[src/rtl/stat_pkg.sv]
// ----------------------------------------------------------------------------
// stat_pkg
// Types and constants of the section table address translator.
// ----------------------------------------------------------------------------
package stat_pkg;

    // Table depth and the widths that follow from it.
    localparam int MAX_REGIONS = 16;
    localparam int REG_ADDR_W  = (MAX_REGIONS > 1) ? $clog2(MAX_REGIONS) : 1;
    localparam int REG_CNT_W   = $clog2(MAX_REGIONS + 1);

    // Fixed field widths.
    localparam int WORD_W      = 32;
    localparam int ENTRY_IDX_W = 4;
    localparam int LOG2_W      = 5;
    localparam int CFG_IDX_W   = 2;
    localparam int CFG_DATA_W  = 32;

    // Configuration register indexes.
    localparam logic [CFG_IDX_W-1:0] CFG_ACTIVE_SECTIONS = 2'd0;
    localparam logic [CFG_IDX_W-1:0] CFG_IMAGE_BASE      = 2'd1;
    localparam logic [CFG_IDX_W-1:0] CFG_VIRTUAL_ALIGN   = 2'd2;
    localparam logic [CFG_IDX_W-1:0] CFG_RAW_ALIGN       = 2'd3;

    // Reset values of the alignment registers.
    localparam logic [LOG2_W-1:0] VIRTUAL_ALIGN_RESET = 5'd12;
    localparam logic [LOG2_W-1:0] RAW_ALIGN_RESET     = 5'd9;

    // Operation codes of an input beat.
    typedef enum logic [1:0] {
        OP_WRITE     = 2'd0,
        OP_XLATE_REL = 2'd1,
        OP_XLATE_ABS = 2'd2,
        OP_FIND      = 2'd3
    } t_op;

    // One table entry as stored in the region memory.
    typedef struct packed {
        logic [WORD_W-1:0] vstart;
        logic [WORD_W-1:0] vsize;
        logic [WORD_W-1:0] rstart;
        logic [WORD_W-1:0] rsize;
    } t_region;

    localparam int REGION_W = $bits(t_region);

endpackage

[src/rtl/stat_stream_if.sv]
// ----------------------------------------------------------------------------
// stat_req_if / stat_rsp_if
// Valid/ready channels for request beats and result beats.
// ----------------------------------------------------------------------------
interface stat_req_if;
    import stat_pkg::*;

    logic                   valid;
    logic                   ready;
    t_op                    op;
    logic [ENTRY_IDX_W-1:0] entry_index;
    logic [WORD_W-1:0]      address;
    logic [WORD_W-1:0]      entry_virtual_start;
    logic [WORD_W-1:0]      entry_virtual_size;
    logic [WORD_W-1:0]      entry_raw_start;
    logic [WORD_W-1:0]      entry_raw_size;

    modport source (
        output valid, op, entry_index, address, entry_virtual_start,
               entry_virtual_size, entry_raw_start, entry_raw_size,
        input  ready
    );
    modport sink (
        input  valid, op, entry_index, address, entry_virtual_start,
               entry_virtual_size, entry_raw_start, entry_raw_size,
        output ready
    );
endinterface

interface stat_rsp_if;
    import stat_pkg::*;

    logic                   valid;
    logic                   ready;
    logic                   found;
    logic [ENTRY_IDX_W-1:0] region_index;
    logic [WORD_W-1:0]      raw_offset;

    modport source (
        output valid, found, region_index, raw_offset,
        input  ready
    );
    modport sink (
        input  valid, found, region_index, raw_offset,
        output ready
    );
endinterface

[src/rtl/stat_ram.sv]
// ----------------------------------------------------------------------------
// stat_ram
// Generic single-write, single-read memory with a registered read port.
// ----------------------------------------------------------------------------
module stat_ram #(
    parameter int WIDTH = 8,
    parameter int DEPTH = 16
) (
    input  logic                                     i_clk,
    input  logic                                     i_we,
    input  logic [((DEPTH > 1) ? $clog2(DEPTH) : 1)-1:0] i_waddr,
    input  logic [WIDTH-1:0]                         i_wdata,
    input  logic [((DEPTH > 1) ? $clog2(DEPTH) : 1)-1:0] i_raddr,
    output logic [WIDTH-1:0]                         o_rdata
);
    logic [WIDTH-1:0] r_mem [DEPTH];
    logic [WIDTH-1:0] r_rdata;

    // Write port and registered read port.
    always_ff @(posedge i_clk) begin
        if (i_we) begin
            r_mem[i_waddr] <= i_wdata;
        end
        r_rdata <= r_mem[i_raddr];
    end

    assign o_rdata = r_rdata;
endmodule

[src/rtl/section_table_address_translate.sv]
// A write beat gives its result in the cycle after acceptance. A query scans the first N
// entries in order, N = min(active_sections, MAX_REGIONS), and stops at the first hit;
// each entry passes the table read register and the aligned-size stage before the test.
// Throughput: one beat at a time; the scan reads one table entry per cycle through
// the single read port of the region memory.
// Reset (synchronous, i_rst_n low) resets sequencer and config; the table is not cleared.
// ----------------------------------------------------------------------------
// section_table_address_translate
// Region table with ordered first-match lookup of virtual and raw addresses.
// ----------------------------------------------------------------------------
module section_table_address_translate (
    input  logic                               i_clk,
    input  logic                               i_rst_n,
    input  logic                               i_cfg_we,
    input  logic [stat_pkg::CFG_IDX_W-1:0]     i_cfg_idx,
    input  logic [stat_pkg::CFG_DATA_W-1:0]    i_cfg_data,
    stat_req_if.sink                           i_in,
    stat_rsp_if.source                         o_out
);
    import stat_pkg::*;

    typedef enum logic [1:0] {
        S_IDLE = 2'b01,
        S_SCAN = 2'b10
    } t_state;

    // Sequencer and configuration state.
    t_state                  r_state, n_state;
    logic [LOG2_W-1:0]       r_active;
    logic [WORD_W-1:0]       r_base;
    logic [LOG2_W-1:0]       r_valign;
    logic [LOG2_W-1:0]       r_ralign;

    // Query context.
    logic                    r_find, n_find;
    logic [WORD_W-1:0]       r_addr, n_addr;
    logic [REG_CNT_W-1:0]    r_limit, n_limit;
    logic [REG_CNT_W-1:0]    r_rd_cnt, n_rd_cnt;

    // Scan pipeline: read data stage and aligned-size stage.
    logic                    r_v1, n_v1;
    logic [REG_ADDR_W-1:0]   r_idx1, n_idx1;
    logic                    r_v2, n_v2;
    logic [REG_ADDR_W-1:0]   r_idx2, n_idx2;
    logic [WORD_W-1:0]       r_start2, n_start2;
    logic [WORD_W-1:0]       r_asize2, n_asize2;
    logic [WORD_W-1:0]       r_diff2, n_diff2;
    logic [WORD_W-1:0]       r_rstart2, n_rstart2;

    // Output register.
    logic                    r_out_valid, n_out_valid;
    logic                    r_out_found, n_out_found;
    logic [ENTRY_IDX_W-1:0]  r_out_index, n_out_index;
    logic [WORD_W-1:0]       r_out_offset, n_out_offset;

    // Combinational helpers.
    logic                    in_ready;
    logic                    in_accept;
    logic                    tbl_we;
    logic [REG_ADDR_W-1:0]   tbl_waddr;
    t_region                 tbl_wdata;
    t_region                 tbl_rdata;
    logic [WORD_W-1:0]       sel_start;
    logic [WORD_W-1:0]       sel_size;
    logic [WORD_W-1:0]       align_mask;
    logic [WORD_W-1:0]       span_end;
    logic                    hit;
    logic                    issue;
    logic                    miss;
    logic [WORD_W-1:0]       xlate_offset;

    // Input handshake: one beat at a time, and only when the result slot is free.
    assign in_ready  = (r_state == S_IDLE) && (!r_out_valid || o_out.ready);
    assign in_accept = i_in.valid && in_ready;
    assign i_in.ready = in_ready;

    // Table write path.
    assign tbl_we    = in_accept && (i_in.op == OP_WRITE)
                       && (32'(i_in.entry_index) < 32'(MAX_REGIONS));
    assign tbl_waddr = REG_ADDR_W'(i_in.entry_index);
    assign tbl_wdata = '{vstart: i_in.entry_virtual_start,
                         vsize:  i_in.entry_virtual_size,
                         rstart: i_in.entry_raw_start,
                         rsize:  i_in.entry_raw_size};

    stat_ram #(
        .WIDTH (REGION_W),
        .DEPTH (MAX_REGIONS)
    ) u_table (
        .i_clk   (i_clk),
        .i_we    (tbl_we),
        .i_waddr (tbl_waddr),
        .i_wdata (tbl_wdata),
        .i_raddr (r_rd_cnt[REG_ADDR_W-1:0]),
        .o_rdata (tbl_rdata)
    );

    // First stage: pick the span fields and round the size up.
    always_comb begin
        sel_start  = r_find ? tbl_rdata.rstart : tbl_rdata.vstart;
        sel_size   = r_find ? tbl_rdata.rsize  : tbl_rdata.vsize;
        align_mask = ~({WORD_W{1'b1}} << (r_find ? r_ralign : r_valign));
    end

    // Second stage: span end, containment test and translated offset.
    assign span_end     = r_start2 + r_asize2;
    assign hit          = r_v2 && (r_addr >= r_start2) && (r_addr < span_end);
    assign xlate_offset = r_diff2 + r_rstart2;
    assign issue        = (r_rd_cnt < r_limit) && !hit;
    assign miss         = (r_rd_cnt >= r_limit) && !r_v1 && !hit;

    // Sequencer and datapath next values.
    always_comb begin
        n_state      = r_state;
        n_find       = r_find;
        n_addr       = r_addr;
        n_limit      = r_limit;
        n_rd_cnt     = r_rd_cnt;
        n_v1         = 1'b0;
        n_idx1       = r_idx1;
        n_v2         = 1'b0;
        n_idx2       = r_idx2;
        n_start2     = r_start2;
        n_asize2     = r_asize2;
        n_diff2      = r_diff2;
        n_rstart2    = r_rstart2;
        n_out_valid  = r_out_valid && !o_out.ready;
        n_out_found  = r_out_found;
        n_out_index  = r_out_index;
        n_out_offset = r_out_offset;

        unique case (r_state)
            S_IDLE: begin
                if (in_accept) begin
                    if (i_in.op == OP_WRITE) begin
                        n_out_valid  = 1'b1;
                        n_out_found  = 1'b0;
                        n_out_index  = '0;
                        n_out_offset = '0;
                    end else begin
                        n_state  = S_SCAN;
                        n_find   = (i_in.op == OP_FIND);
                        n_addr   = (i_in.op == OP_XLATE_ABS) ? (i_in.address - r_base)
                                                             : i_in.address;
                        n_limit  = (32'(r_active) > 32'(MAX_REGIONS))
                                   ? REG_CNT_W'(MAX_REGIONS) : REG_CNT_W'(r_active);
                        n_rd_cnt = '0;
                    end
                end
            end
            S_SCAN: begin
                // Issue the next entry read.
                if (issue) begin
                    n_v1     = 1'b1;
                    n_idx1   = r_rd_cnt[REG_ADDR_W-1:0];
                    n_rd_cnt = r_rd_cnt + 1'b1;
                end
                // Advance the read data into the aligned-size stage.
                n_v2      = r_v1 && !hit;
                n_idx2    = r_idx1;
                n_start2  = sel_start;
                n_asize2  = (sel_size + align_mask) & ~align_mask;
                n_diff2   = r_addr - tbl_rdata.vstart;
                n_rstart2 = tbl_rdata.rstart;
                // Finish on the first hit, or once every entry missed.
                if (hit || miss) begin
                    n_state      = S_IDLE;
                    n_v1         = 1'b0;
                    n_v2         = 1'b0;
                    n_out_valid  = 1'b1;
                    n_out_found  = hit;
                    n_out_index  = hit ? ENTRY_IDX_W'(r_idx2) : '0;
                    n_out_offset = (hit && !r_find) ? xlate_offset : '0;
                end
            end
            default: begin
                n_state = S_IDLE;
            end
        endcase
    end

    // Control registers and configuration.
    always_ff @(posedge i_clk) begin
        if (!i_rst_n) begin
            r_state     <= S_IDLE;
            r_v1        <= 1'b0;
            r_v2        <= 1'b0;
            r_out_valid <= 1'b0;
            r_active    <= '0;
            r_base      <= '0;
            r_valign    <= VIRTUAL_ALIGN_RESET;
            r_ralign    <= RAW_ALIGN_RESET;
        end else begin
            r_state     <= n_state;
            r_v1        <= n_v1;
            r_v2        <= n_v2;
            r_out_valid <= n_out_valid;
            if (i_cfg_we) begin
                unique case (i_cfg_idx)
                    CFG_ACTIVE_SECTIONS: r_active <= i_cfg_data[LOG2_W-1:0];
                    CFG_IMAGE_BASE:      r_base   <= i_cfg_data[WORD_W-1:0];
                    CFG_VIRTUAL_ALIGN:   r_valign <= i_cfg_data[LOG2_W-1:0];
                    CFG_RAW_ALIGN:       r_ralign <= i_cfg_data[LOG2_W-1:0];
                    default: begin
                        r_active <= r_active;
                    end
                endcase
            end
        end
    end

    // Payload registers.
    always_ff @(posedge i_clk) begin
        r_find       <= n_find;
        r_addr       <= n_addr;
        r_limit      <= n_limit;
        r_rd_cnt     <= n_rd_cnt;
        r_idx1       <= n_idx1;
        r_idx2       <= n_idx2;
        r_start2     <= n_start2;
        r_asize2     <= n_asize2;
        r_diff2      <= n_diff2;
        r_rstart2    <= n_rstart2;
        r_out_found  <= n_out_found;
        r_out_index  <= n_out_index;
        r_out_offset <= n_out_offset;
    end

    // Result beat.
    assign o_out.valid        = r_out_valid;
    assign o_out.found        = r_out_found;
    assign o_out.region_index = r_out_index;
    assign o_out.raw_offset   = r_out_offset;
endmodule

[src/flat_wrapper.sv]
// flat-port wrapper written by rule: the top's interface ports become plain ports
module section_table_address_translate_flat import stat_pkg::*;
  (i_clk, i_rst_n, i_cfg_we, i_cfg_idx, i_cfg_data, i_in_valid, i_in_op, i_in_entry_index, i_in_address, i_in_entry_virtual_start, i_in_entry_virtual_size, i_in_entry_raw_start, i_in_entry_raw_size, i_in_ready, o_out_valid, o_out_found, o_out_region_index, o_out_raw_offset, o_out_ready);
  stat_req_if i_in_i ();
  stat_rsp_if o_out_i ();
  input  logic i_clk;
  input  logic i_rst_n;
  input  logic i_cfg_we;
  input  logic [stat_pkg::CFG_IDX_W-1:0] i_cfg_idx;
  input  logic [stat_pkg::CFG_DATA_W-1:0] i_cfg_data;
  input wire logic [$bits(i_in_i.valid)-1:0] i_in_valid;
  input wire logic [$bits(i_in_i.op)-1:0] i_in_op;
  input wire logic [$bits(i_in_i.entry_index)-1:0] i_in_entry_index;
  input wire logic [$bits(i_in_i.address)-1:0] i_in_address;
  input wire logic [$bits(i_in_i.entry_virtual_start)-1:0] i_in_entry_virtual_start;
  input wire logic [$bits(i_in_i.entry_virtual_size)-1:0] i_in_entry_virtual_size;
  input wire logic [$bits(i_in_i.entry_raw_start)-1:0] i_in_entry_raw_start;
  input wire logic [$bits(i_in_i.entry_raw_size)-1:0] i_in_entry_raw_size;
  output wire logic [$bits(i_in_i.ready)-1:0] i_in_ready;
  output wire logic [$bits(o_out_i.valid)-1:0] o_out_valid;
  output wire logic [$bits(o_out_i.found)-1:0] o_out_found;
  output wire logic [$bits(o_out_i.region_index)-1:0] o_out_region_index;
  output wire logic [$bits(o_out_i.raw_offset)-1:0] o_out_raw_offset;
  input wire logic [$bits(o_out_i.ready)-1:0] o_out_ready;
  assign i_in_i.valid = i_in_valid;
  assign i_in_i.op = i_in_op;
  assign i_in_i.entry_index = i_in_entry_index;
  assign i_in_i.address = i_in_address;
  assign i_in_i.entry_virtual_start = i_in_entry_virtual_start;
  assign i_in_i.entry_virtual_size = i_in_entry_virtual_size;
  assign i_in_i.entry_raw_start = i_in_entry_raw_start;
  assign i_in_i.entry_raw_size = i_in_entry_raw_size;
  assign i_in_ready = i_in_i.ready;
  assign o_out_valid = o_out_i.valid;
  assign o_out_found = o_out_i.found;
  assign o_out_region_index = o_out_i.region_index;
  assign o_out_raw_offset = o_out_i.raw_offset;
  assign o_out_i.ready = o_out_ready;
  section_table_address_translate u_core (.i_clk(i_clk), .i_rst_n(i_rst_n), .i_cfg_we(i_cfg_we), .i_cfg_idx(i_cfg_idx), .i_cfg_data(i_cfg_data), .i_in(i_in_i), .o_out(o_out_i));
endmodule
[config.mk]
export PLATFORM = sky130hd
export DESIGN_NAME = section_table_address_translate_flat
export DESIGN_NICKNAME = d
export VERILOG_FILES = /design/src/rtl/stat_pkg.sv /design/src/rtl/stat_stream_if.sv /design/src/rtl/stat_ram.sv /design/src/rtl/section_table_address_translate.sv /design/src/flat_wrapper.sv
export SDC_FILE = /design/constraint.sdc
export NUM_CORES = 2
export LEC_CHECK = 0
export BUFFER_PORTS_ARGS = -buffer_cell sky130_fd_sc_hd__buf_2
export CELL_PAD_IN_SITES_DETAIL_PLACEMENT = 1
export CELL_PAD_IN_SITES_GLOBAL_PLACEMENT = 2
export CORE_MARGIN = 1.5
export CORE_UTILIZATION = 52
export CTS_CLUSTER_SIZE = 20
export DETAILED_ROUTE_END_ITERATION = 16
export GPL_ROUTABILITY_DRIVEN = 0
export HOLD_SLACK_MARGIN = 0.06
export PLACE_DENSITY_LB_ADDON = 0.1
export SETUP_SLACK_MARGIN = 0.2
export SLEW_MARGIN = 5
export SYNTH_ARGS = -nofsm -noshare
export SYNTH_HDL_FRONTEND = slang
export SYNTH_HIERARCHICAL = 1
export SYNTH_SLANG_ARGS = --single-unit
[constraint.sdc]
create_clock -name i_clk -period 39.9 [get_ports i_clk]
set_clock_uncertainty 0.2 [all_clocks]
set_input_delay 5.985 -clock i_clk [delete_from_list [all_inputs] [get_ports i_clk]]
set_output_delay 5.985 -clock i_clk [all_outputs]
set_load 0.005 [all_outputs]
After elaboration in Yosys (flattened, before gate mapping)
Memories as Yosys holds them, arrays and structs flattened. A register that Yosys moved wholly into a read port is not among the register bits.
Index checks and enable logic that the tools add are counted.
{"block": "op_classes", "n_addsub": 6, "multipliers": 0, "n_div": 0, "order_cmp": 5, "eq_ne": 12, "shift": 1, "n_mux": 33, "bitwise_logic": 6, "reduce_logical": 31}
{"op": "32-bit two-way mux", "n": 7}
{"op": "32-bit adder", "n": 3}
{"op": "32-bit NOT", "n": 2}
{"op": "32-bit one-hot mux with 2 select lines", "n": 1}
{"op": "32-bit subtractor", "n": 2}
{"op": "32-bit bitwise AND", "n": 1}
{"op": "32-bit greater-or-equal comparator", "n": 1}
{"op": "32-bit less-than comparator", "n": 1}
{"op": "32-bit by 5-bit << shifter with 32-bit output (first input constant)", "n": 1}
{"op": "5-bit two-way mux", "n": 4}
{"op": "4-bit two-way mux", "n": 4}
{"op": "1-bit logical AND", "n": 11}
{"op": "2-bit equality test (second input constant)", "n": 5}
{"op": "5-bit one-hot mux with 2 select lines", "n": 1}
{"op": "2-bit AND reduction", "n": 5}
{"op": "1-bit two-way mux", "n": 9}
{"op": "4-bit one-hot mux with 2 select lines", "n": 1}
{"op": "4-bit AND reduction", "n": 2}
{"op": "2-bit two-way mux", "n": 3}
{"op": "2-bit by 1-bit inequality test with 1-bit output (second input constant)", "n": 3}
{"op": "3-bit AND reduction", "n": 2}
{"op": "5-bit by 1-bit adder with 5-bit output (second input constant)", "n": 1}
{"op": "5-bit greater-or-equal comparator", "n": 1}
{"op": "5-bit greater-than comparator (second input constant)", "n": 1}
{"op": "11 further kinds", "n": 22}
{"block": "totals", "register_bits": 268, "latch_bits": 0, "ram_bits": 2048, "rom_bits": 0, "wordCells": 116, "memories": 1}
{"name": "u_core.u_table.r_mem", "words": 16, "word_bits": 128, "read_ports": 1, "rd_clocked_by_memory_dff": 1, "write_ports": 1, "line": "stat_ram.sv:16", "text": "logic [WIDTH-1:0] r_mem [DEPTH];"}

Longest topological paths before layout
{"block": "depth", "word_depth": 8, "ltp_mapped": 23, "ltp_nobuf": 23}

Modules after synthesis
The synthesis kept the hierarchy.
{"module": "stat_ram", "n_inst": 1, "cells_each": 3365, "area_each_um2": 79331.1, "seq_area_each_um2": 64061.4}
{"module": "section_table_address_translate", "n_inst": 1, "cells_each": 2071, "area_each_um2": 19541.2, "seq_area_each_um2": 7527.2}

Worst setup path before layout
OpenSTA, ideal clock, no wires.
{"block": "synth_path", "path_kind": "input to register", "from": "in o_out_ready", "to": "mem u_core/u_table/r_mem[0][0] (netlist bit), enable pin", "arrival_time_ns": 15.803, "required_time_ns": 38.926, "setup_slack_ns": 23.124, "path_stages": 6, "path_buffers": 0, "cell_sequence": "nand2b_1 > and2_1 > nand2_1 > nor3_1 > or3b_2 > nor3_1"}
{"block": "synth_between", "elab_chain_len": 6}
{"element": "from (decl)", "line": "flat_wrapper.sv:24", "text": "input wire logic [$bits(o_out_i.ready)-1:0] o_out_ready;"}
{"element": "1-bit logical OR", "line": "section_table_address_translate.sv:73", "text": "assign in_ready = (r_state == S_IDLE) && (!r_out_valid || o_out.ready);"}
{"element": "1-bit logical AND", "line": "section_table_address_translate.sv:73"}
{"element": "net i_in_ready", "line": "flat_wrapper.sv:19", "text": "output wire logic [$bits(i_in_i.ready)-1:0] i_in_ready;"}
{"element": "1-bit logical AND", "line": "section_table_address_translate.sv:74", "text": "assign in_accept = i_in.valid && in_ready;"}
{"element": "1-bit logical AND", "line": "section_table_address_translate.sv:78", "text": "assign tbl_we = in_accept && (i_in.op == OP_WRITE)"}
{"element": "net u_core.tbl_we", "line": "section_table_address_translate.sv:59", "text": "logic tbl_we;"}
{"element": "1-bit two-way mux", "line": "stat_ram.sv:21", "text": "if (i_we) begin"}
{"element": "1-bit two-way mux (implied by the code)", "line": "stat_ram.sv:22", "text": "r_mem[i_waddr] <= i_wdata;"}
{"element": "to (decl)", "line": "stat_ram.sv:16"}
The timed path passes the listed nets, and every way through them passes these cells.

Worst setup path in the final report
{"block": "layout_path", "from": "in o_out_ready", "to": "out i_in_ready"}
{"block": "layout_between", "elab_chain_len": 2}
{"element": "1-bit logical OR", "line": "section_table_address_translate.sv:73"}
{"element": "1-bit logical AND", "line": "section_table_address_translate.sv:73"}
{"element": "to (decl)", "line": "flat_wrapper.sv:19"}
Every way passes these cells.

==> metrics.md <==
| Metric | Value |
|---|---|
| Outcome | `finished, final reports clean` |
| Worst rel slew slack | `0.158` |
| H-tree depth | `4` |
| Critical path launch point | `o_out_ready` |
| ANT nets after route | `0` |
| Largest net degree at the start of global routing | `96` |
| Core Area | `188000 um^2` |
| Worst-path clk slew | `0.06 ns` |
| Power Dens Cells | `67.7 nW/um^2` |
| Count of cell types in the netlist | `88` |
| Post-DP HPWL | `165 mm` |
| Root buffer cell | `clkbuf_16` |
| Minimum clock period after layout | `12.77 ns` |
| CP endpoint kind | `output pin` |
| Switching power total | `2360 uW` |
| Critical path fanouts, max | `3` |
| Share of the synthesized area in the top cell type | `0.688` |
| Seq cells post-synth | `2444` |
| Die area | `193000 um^2` |
| Post-synth net total | `5871` |
| Flop2flop setup slack | `32.66 ns` |
| Gr usage total | `0.280` |
| WHS Path Cells | `0` |
| Register Area | `71600 um^2` |
| Nets | `6231` |
| Highest Clock Rate | `0.0783 GHz` |
| Most used DFF post-synth | `edfxtp_1` |
| Reg2reg path depth | `22` |
| First-pass GRT wire length | `388 mm` |
| PortBufs | `243` |
| Post-Syn Instances | `5436` |
| Drt wl/cell | `31.4 um` |
| Initial drt markers | `4816` |
| Final setup fails | `0` |
| Routed Wire Length | `268 mm` |
| Vias | `52800` |
| Ports | `244` |
| CTS Buffer Depth | `3` |
| Area grow syn2layout | `12.6%` |
| Min-Delay Endpoint | `u_core/r_idx2[1]` |
| Area contributors post-synth | `edfxtp_1 69%, mux4_2 11%, dfxtp_1 3.6%` |
| Logic gate share of total power | `0.281` |
| Initial antenna violation count | `31` |
| Hold Startpoint | `u_core/r_idx1[1]` |
| Number of vias per cell | `6.20` |
| Row count | `159` |
| Grt total ovfl | `0` |
| Critical path data arrival time | `6.59 ns` |
| Hold Fails Final Rpt | `0` |
| Setup TNS | `0 ns` |
| Number of remaining DRC errors | `0` |
| Fillers | `16400` |
| Syn_area_per_cell | `18.2 um^2` |
| Startpoint Class | `primary input` |
| Part of the power in registers | `0.410` |
| Vias in the first global route | `55100` |
| Sink Count | `2444` |
| Asr flop ratio synth | `0` |
| Yosys warns | `6` |
| Number of synthesized flops with an enable pin | `2264` |
| Worst slew pin tran | `1.23 ns` |
| Cts repair resizes | `0` |
| Initial Util | `0.525` |
| Max VDD drop | `51.3 uV` |
| Sequential area share after synthesis | `0.724` |
| Critical path required time | `33.71 ns` |
| Largest area contributor in the synthesized netlist | `edfxtp_1` |
| Setup CP Type | `in2out` |
| Worst-Skew Late Latency | `0.89 ns` |
| Cts hold-fix bufs | `0` |
| CTS tree | `yes` |
| Cell area after synthesis | `98900 um^2` |
| Static Leak | `0.0375 uW` |
| Clock power frac | `0.310` |
| Slew Limit Fails | `0` |
| Hold Path Class | `reg2reg` |
| Number of max-cap violations | `0` |
| CTS Buf Count | `240` |
| Fraction of layout cells with a size suffix above 1 | `0.213` |
| R2r startpoint | `u_core/r_start2[0]` |
| Area of the multi-input gates | `25800 um^2` |
| DR pass1 iterations | `5` |
| Switching share of power | `0.313` |
| RSZ-0062 raised after global routing | `no` |
| Total setup buffers inserted after CTS | `0` |
| Die height | `439 um` |
| P_int | `5170 uW` |
| R2r endpoint | `u_core/o_out.raw_offset[16]` |
| Die X | `439 um` |
| Final Power | `7530 uW` |
| Final worst-path cycle share | `0.320` |
logic make-up (layout without fill, tap and decap cells):
group	after synthesis	count (layout)	synth area share
AO/OA/AOI/OAI	905	905	0.0609
XOR/XNOR	121	121	0.0107
adder cells (fa/ha/maj)	230	230	0.0295
buffers and inverters	382	956	0.0171
flip-flops	2444	2444	0.724
multiplexers	623	623	0.124
other	0	8	0
AND/OR/NAND/NOR	731	731	0.0340
sequential cells by signal, summed over array words and instances, names as in the netlist, 2 cells and up:
signal and flops:
u_core/o_out.raw_offset 32, u_core/o_out.region_index 4, u_core/r_active 5, u_core/r_addr 32, u_core/r_asize2 32, u_core/r_base 32
u_core/r_diff2 32, u_core/r_idx1 4, u_core/r_idx2 4, u_core/r_limit 5, u_core/r_ralign 5, u_core/r_rd_cnt 5
u_core/r_rstart2 32, u_core/r_start2 32, u_core/r_state 2, u_core/r_valign 5, u_core/u_table/o_rdata 128, u_core/u_table/r_mem 2048
final cells by class:
cell class                 count  area share
sequential                  2444       0.643
multi-input combinational   2610       0.231
antenna                        8    0.000180
tap                         2495      0.0280
clock buffer                 302      0.0574
timing repair buffer         342      0.0185
inverter                     158     0.00533
clock inverter               154      0.0161
worst max path at each step:
| stage | endpoint | slack, ns | cells after the start |
|---|---|---|---|
| 6_report | i_in_ready | 27.13 | 4 |
| 2_1_floorplan | u_core/u_table/r_mem[0][0] | 23.12 | 6 |
| 3_5_place_dp | i_in_ready | 27.13 | 4 |
| 4_1_cts | i_in_ready | 27.13 | 4 |
| 5_1_grt | i_in_ready | 27.10 | 4 |
| 3_3_place_gp | i_in_ready | 27.14 | 4 |
cells in the mapped netlist, drive strengths merged (38+ instances only):
master     n
nand2    309
clkbuf   132
nor2     168
buf       92
ha       225
a21o      91
inv      157
xor2      65
a21oi    208
xnor2     56
edfxtp  2264
mux2i    110
a22oi    220
mux4     476
nor2b     40
dfxtp    180
o21ai    148
a211oi    39
nand3     38
worst max-delay path, stage by stage:
cell	delay, ns
buf_2	0.09
nand2b_1	0.17
and2_1	0.20
buf_2	0.13
per-stage QoR:
step	utilization	area [um^2]	std cells	hold slack [ns]	setup slack (ns)
3_5_place_dp	0.547	103000	8049	0.213	27.13
3_3_place_gp	0.547	103000	8049	0.209	27.14
5_1_grt	0.591	111000	8509	0.239	27.10
4_1_cts	0.591	111000	8505	0.224	27.13
6_report	0.591	111000	8513	0.220	27.13
2_1_floorplan	-	98900	5436	0.200	23.12
cell usage in the layout, fill, tap and decap left out, drive strengths merged, types with 40 or more instances in the layout:
master / instances
edfxtp: 2264
o21ai: 148
xnor2: 56
buf: 342
mux4: 476
a21o: 91
clkbuf: 302
xor2: 65
a21oi: 208
dfxtp: 180
clkinv: 102
nand2: 309
mux2i: 110
nor2: 168
inv: 162
nor2b: 40
ha: 225
a22oi: 220
power by group through the flow:
stage / clock network [uW] / registers (uW) / logic [uW]
after detailed placement: 0 / 3140 / 2110
after CTS: 2370 / 3090 / 2130
final: 2330 / 3080 / 2120
after global placement: 0 / 3140 / 2080
after floorplan: 0 / 3060 / 1470
after global routing: 2450 / 3090 / 2280
routing by layer:
layer | vias up | GRT usage | share of wire
met5 | - | 0 | 0.00039
met1 | 28100 | 0.386 | 0.42
met2 | 1614 | 0.470 | 0.50
met4 | 18 | 0.0793 | 0.028
met3 | 413 | 0.0362 | 0.050
li1 | 22600 | - | -
Power figures use the tool's default switching activity.
